--- src/sv/pec_pkg.sv ---
// Shared types, constants and codes for the partition entry checker.
package pec_pkg;

	localparam int LBA_W           = 64;
	localparam int GUID_HALF_W     = 64;
	localparam int ATTR_W          = 64;
	localparam int IDX_W           = 7;
	localparam int OP_W            = 2;
	localparam int ATTR_OS_BIT     = 1;
	localparam int MAX_ENTRIES_DEF = 128;
	localparam int APB_AW          = 4;
	localparam int APB_DW          = 64;
	localparam logic [LBA_W-1:0] FIRST_LBA_RST = LBA_W'(34);
	localparam logic [LBA_W-1:0] LAST_LBA_RST  = '0;

	// Register select, taken from paddr bit 3
	typedef enum logic {
		REG_FIRST_LBA = 1'b0,
		REG_LAST_LBA  = 1'b1
	} pec_reg_t;

	typedef enum logic [OP_W-1:0] {
		OP_CLEAR = 2'd0,
		OP_LOAD  = 2'd1,
		OP_QUERY = 2'd2,
		OP_NONE  = 2'd3
	} pec_op_t;

	// Per-entry status flags
	typedef struct packed {
		logic used;
		logic oor;
		logic ovl;
		logic os;
	} pec_flags_t;

	// Token that walks down the cell chain, one cell per cycle
	typedef struct packed {
		logic             vld;
		pec_op_t          op;
		logic [LBA_W-1:0] entry_start;
		logic [LBA_W-1:0] end_lba;
		pec_flags_t       fl;
		logic             placed;
		logic [IDX_W-1:0] idx;
	} pec_tok_t;

	// One result item
	typedef struct packed {
		logic [IDX_W-1:0] entry_index;
		pec_flags_t       fl;
		logic             usable;
		logic             table_full;
	} pec_res_t;

endpackage

--- src/sv/pec_cell.sv ---
// One table slot: stores an entry and processes the token passing by.
module pec_cell import pec_pkg::*; #(
	parameter int INDEX = 0
) (
	input  logic     clk,
	input  logic     arst_n,
	input  pec_tok_t tok_in,
	output pec_tok_t tok_out
);

	localparam logic [IDX_W-1:0] MY_IDX = IDX_W'(INDEX);
	localparam bit               QRY_OK = (INDEX < (2 ** IDX_W));

	logic             occ_q;
	pec_flags_t       flags_q;
	logic [LBA_W-1:0] start_q;
	logic [LBA_W-1:0] end_q;
	pec_tok_t         tok_q;
	pec_tok_t         tok_nxt;
	logic             is_load;
	logic             claim;
	logic             hit_ovl;
	logic             qhit;
	logic             do_clear;

	assign is_load  = tok_in.vld && (tok_in.op == OP_LOAD) && !tok_in.placed;
	// First free slot takes the new entry
	assign claim    = is_load && !occ_q;
	// Stored in-range entry meets the new used entry
	assign hit_ovl  = is_load && occ_q && tok_in.fl.used && flags_q.used && !flags_q.oor &&
		(tok_in.end_lba >= start_q) && (tok_in.entry_start <= end_q);
	assign qhit     = QRY_OK && tok_in.vld && (tok_in.op == OP_QUERY) && occ_q &&
		(tok_in.idx == MY_IDX);
	assign do_clear = tok_in.vld && (tok_in.op == OP_CLEAR);

	// Token update for the next cell
	always_comb begin
		tok_nxt = tok_in;
		if (hit_ovl) begin
			tok_nxt.fl.ovl = 1'b1;
		end
		if (claim) begin
			tok_nxt.placed = 1'b1;
			tok_nxt.idx    = MY_IDX;
		end
		if (qhit) begin
			tok_nxt.placed = 1'b1;
			tok_nxt.fl     = flags_q;
		end
	end

	// Slot state
	always_ff @(posedge clk or negedge arst_n) begin
		if (!arst_n) begin
			occ_q   <= 1'b0;
			flags_q <= '0;
		end else if (do_clear) begin
			occ_q   <= 1'b0;
			flags_q <= '0;
		end else if (claim) begin
			occ_q   <= 1'b1;
			flags_q <= tok_in.fl;
		end else if (hit_ovl) begin
			flags_q.ovl <= 1'b1;
		end
	end

	// Stored bounds
	always_ff @(posedge clk) begin
		if (claim) begin
			start_q <= tok_in.entry_start;
			end_q   <= tok_in.end_lba;
		end
	end

	// Hand-off register to the neighbor
	always_ff @(posedge clk or negedge arst_n) begin
		if (!arst_n) begin
			tok_q <= '0;
		end else begin
			tok_q <= tok_nxt;
		end
	end

	assign tok_out = tok_q;

endmodule

--- config.mk ---
export PLATFORM = sky130hd
export DESIGN_NAME = pec_cell
export DESIGN_NICKNAME = d
export VERILOG_FILES = /design/src/sv/pec_pkg.sv /design/src/sv/pec_cell.sv
export SDC_FILE = /design/constraint.sdc
export NUM_CORES = 1
export LEC_CHECK = 0
export BUFFER_PORTS_ARGS = -buffer_cell sky130_fd_sc_hd__buf_4
export CAP_MARGIN = 10
export CORE_ASPECT_RATIO = 1.25
export CORE_MARGIN = 1.5
export CORE_UTILIZATION = 30
export CTS_CLUSTER_SIZE = 14
export DETAILED_ROUTE_END_ITERATION = 6
export SYNTH_ARGS = -nofsm -noshare
export SYNTH_HDL_FRONTEND = slang
export SYNTH_SLANG_ARGS = --single-unit
--- constraint.sdc ---
create_clock -name clk -period 4.9 [get_ports clk]
set_input_delay 0.98 -clock clk [delete_from_list [all_inputs] [get_ports clk]]
set_output_delay 0.98 -clock clk [all_outputs]
set_load 0.005 [all_outputs]
Word level (Yosys, flattened, before mapping) --
Index checks and enable logic that the tools add are counted.
Word-level totals: bits in registers 276, input port bits 145, output and inout bits 143, logic and storage cells 51
Operators by class: magnitude comparators 2, eq/ne operators 2, mux-type cells 10, reduce and logical (&&, ||, !) cells 20
Operators by type and width (count):
- $ge 64x64->1 | 1
- $le 64x64->1 | 1
- $logic_and 1x1->1 | 13
- $mux 8 | 1
- $logic_not 7->1 | 1
- $mux 1 | 6
- $mux 5 | 1
- $mux 4 | 1
- $logic_not 1->1 | 3
- $reduce_bool 3->1 | 1
- $eq 2x1->1 const B | 1
- $eq 2x2->1 const B | 1
- $logic_not 2->1 | 1
- $mux 2 | 1
- $reduce_bool 2->1 | 1

Logic depth before layout (Yosys ltp) --
depth in word-level cells 12, gate-level depth with buffers 10

Worst setup path after synthesis --
OpenSTA, ideal clock, no wires.
path kind input to register, from input tok_in[141] (netlist name), to register flags_q[0] (netlist name), setup time 335 ps, arrival 5824 ps, path slack -1259 ps, stages 4, path buffers 1, cell sequence nor4bb_1 -> nor2b_1 -> clkbuf_1 -> o21ai_0
On the way: cells in the longest elaborated chain, start to end 5
RTL lines:
- start: declaration | line pec_cell.sv:7 | input pec_tok_t tok_in,
- $eq 2x1->1 | line pec_cell.sv:26 | assign is_load = tok_in.vld && (tok_in.op == OP_LOAD) && !tok_in.placed;
- $logic_and 1x1->1 (2 in series) | line pec_cell.sv:26
- $logic_and 1x1->1 | line pec_cell.sv:28 | assign claim = is_load && !occ_q;
- net claim | line pec_cell.sv:21 | logic claim;
- $reduce_bool 2->1 (no source line)
- end signal: assignment | line pec_cell.sv:62 | flags_q <= tok_in.fl;
- end: declaration | line pec_cell.sv:15 | pec_flags_t flags_q;
The timed path passes the listed nets, and every way through them passes these cells. A chain may end at the register's enable or synchronous reset.

==> metrics.txt <==
status completed; CP Capture Type flip-flop; routed via count ~7000; Final Hold Violating Endpoints 0; DRT iter0 DRCs 279; clock power share 0.433; Detailed Route WL 26000 um; max_slew headroom 0.489; area leader, netlist edfxtp_1; Synth Flop Type dfrtp_1; Resized cells post-CTS 0; Syn. warnings 0; capturing point of the worst reg2reg path tok_out[9]; HP Class primary input to async pin; total grt overflow 0; largest net degree at the start of global routing 86; crit path time final slightly above 3000 ps; Tcrit/Tclk final 0.625; TritonCTS clock tree done; clk_skew 16.4 ps; Crit path max-delay family simple AND/OR/NAND/NOR gates; clock sinks 276; FF+latch count, synth ~280; Routability Congestion 0.755; Max Clock Freq 326 MHz; R2R cell count 10; Worst Path Buf+Inv 1; FILL cells 3374; clk_lat worst skew approximately 550 ps; antenna viol nets, final 0; RSZ-0062 raised after global routing false; total power draw approximately 5.3 mW; syn_nets 1045; Starting Density 0.304; number of remaining DRC errors 0; CTS clk-pin slew, worst paths 60 ps; Logic pwr share 0.084; Row Count 78; Post-DP HPWL 19700 um; FFs w/ async S/R, synth 0.536; Mapped Cells 772; synthesized area per cell 14.2 sq um; slowest library cell on the worst path or4_4; Post-synth EDFFs 128; CTS H-tree lvls 1; layout cells sized above 1 0.311; post-synth cell types 38; Setup-failing EPs final 0; buffers added on ports between 200 and 300; Sum Neg Setup Slack 0 ps; CP max stage delay 550 ps; First-pass DRT Iterations 4; die area 37800 sq um; register area 7550 sq um; synth top area cells edfxtp_1, dfrtp_1, ha_1, inv_1, a21oi_1; Setup CP Type primary input to flip-flop; core footprint 36200 sq um; I/O pins 288; CTS buffer count 28; pwr dens 356 nW/um^2; worst path cell trace buf_4 -> ha_1 -> nand4_1 -> nor4_2 -> nand3_1 -> or4_4 -> nor4_4 -> and4_1 -> o21ai_1 -> a31oi_1; Worst R2R Setup Slack around 2100 ps; number of vias per cell 4.37; VDD IR max 237 uV; Net Sw Frac 0.221; internal power 4.10 mW; crit start category primary input; Hold Buf Count CTS 0; worst path required time 5370 ps; first-pass GRT wire length a little over 40000 um; Die Wd 174 um; critical path peak fanout 3; root cell of the clock tree clkbuf_16; Slew @ Worst Pin between 700 and 800 ps; Final #Nets 1363; Seq/Total Area, Yosys 0.687; post-CTS setup buffer count 0; Seq pwr share 0.483; clk buf depth 3; Psw 1.16 mW; Max Slew Vio Count 0; Mapped Area 11000 sq um; vias in the first global route 7366; Leakage 6.95 nW; Die Ht 217 um; Ant. Diodes 0; routed len/inst around 16 um; initial antenna violation count 0; share of the synthesized area in the top cell type 0.350; Layout Area Growth over Synthesis 34.6%; Max Cap Violations 0; r2r startpoint end_q[43]; area of the multi-input gates 2950 sq um; GRT Util Overall 0.140; CP Data Arrival Time roughly 3500 ps
==> per-layer routing <==
metal,global-route usage,share of wire,wire [um],vias up
met5,0,0,0,-
met4,0.0408,0.024,630,0
met3,0.0358,0.071,1850,45
met2,0.242,0.49,12700,224
met1,0.172,0.41,10800,3342
li1,-,-,-,3352
==> cell type report <==
type | count | share of cell area
clock buffer | 38 | 0.0569
clock inverter | 14 | 0.0104
inverter | 132 | 0.0335
multi-input combinational | 362 | 0.199
sequential | 276 | 0.510
tap | 480 | 0.0406
timing repair buffer | 290 | 0.149
==> worst max-delay path by stage <==
| stage | depth (start not counted) | to | slack, ps | startpoint |
|---|---|---|---|---|
| floorplan | 4 | flags_q[0] | 880 | tok_in[141] |
| global placement | 10 | tok_out[9] | 1180 | tok_in[119] |
| detailed placement | 10 | tok_out[9] | 1100 | tok_in[119] |
| CTS | 10 | tok_out[9] | 1690 | tok_in[119] |
| global route | 10 | tok_out[9] | 1590 | tok_in[119] |
| finish | 10 | tok_out[9] | 1840 | tok_in[119] |
==> kinds of logic (layout without fill, tap and decap cells) <==
family | Yosys count | count (layout) | share of synthesized area
compound gates | 109 | 109 | 0.0600
fa+ha+maj | 128 | 128 | 0.146
buf+inv | 134 | 474 | 0.0458
flops | 276 | 276 | 0.687
mux | 3 | 3 | 0.00307
simple gates | 122 | 122 | 0.0590
==> sequential cells by signal, summed over array words and instances, names as in the netlist <==
signal / flops
end_q: 64
flags_q: 4
occ_q: 1
start_q: 64
tok_out: 143
==> cell usage in the layout, fill, tap and decap left out, types with 3 or more instances in the layout <==
cell,instances
clkbuf_8,4
a21oi_1,52
nand4_1,16
clkbuf_16,31
o211ai_1,3
nor2_1,17
a211oi_1,3
nor2b_1,9
ha_1,128
mux2_1,3
edfxtp_1,128
nand2b_1,3
o21ai_0,22
nand2_1,46
clkinv_2,6
dfrtp_1,148
nor4_1,3
a221oi_1,5
nand3_1,13
bufinv_16,3
a21o_1,10
buf_4,287
and4_1,4
clkbuf_1,3
inv_1,132
==> cells in the mapped netlist (4+ instances only) <==
master,instances
nand2_1,46
nor2b_1,10
nand4_1,16
and4_1,4
a21oi_1,52
nor2_1,17
dfrtp_1,148
a21o_1,10
edfxtp_1,128
ha_1,128
nand3_1,13
a221oi_1,5
o21ai_0,22
inv_1,132
==> metrics by stage <==
step           setup slack [ps]  hold WS (ps)  std cells   util  area [sq um]
3_3_place_gp               1180           473       1540  0.381         13800
4_1_cts                    1690           463       1592  0.409         14800
2_1_floorplan               883           458        772      -         11000
6_report                   1840           451       1592  0.409         14800
3_5_place_dp               1100           489       1540  0.381         13800
5_1_grt                    1590           492       1592  0.409         14800
==> power groups by stage <==
| stage | Clock [mW] | Combinational [mW] | Sequential, mW |
|---|---|---|---|
| CTS | 2.35 | 0.458 | 2.54 |
| global placement | 0 | 0.449 | 2.59 |
| detailed placement | 0 | 0.456 | 2.59 |
| floorplan | 0 | 0.130 | 2.60 |
| finish | 2.28 | 0.442 | 2.54 |
| global route | 2.43 | 0.503 | 2.55 |
Power figures use the tool's default switching activity.
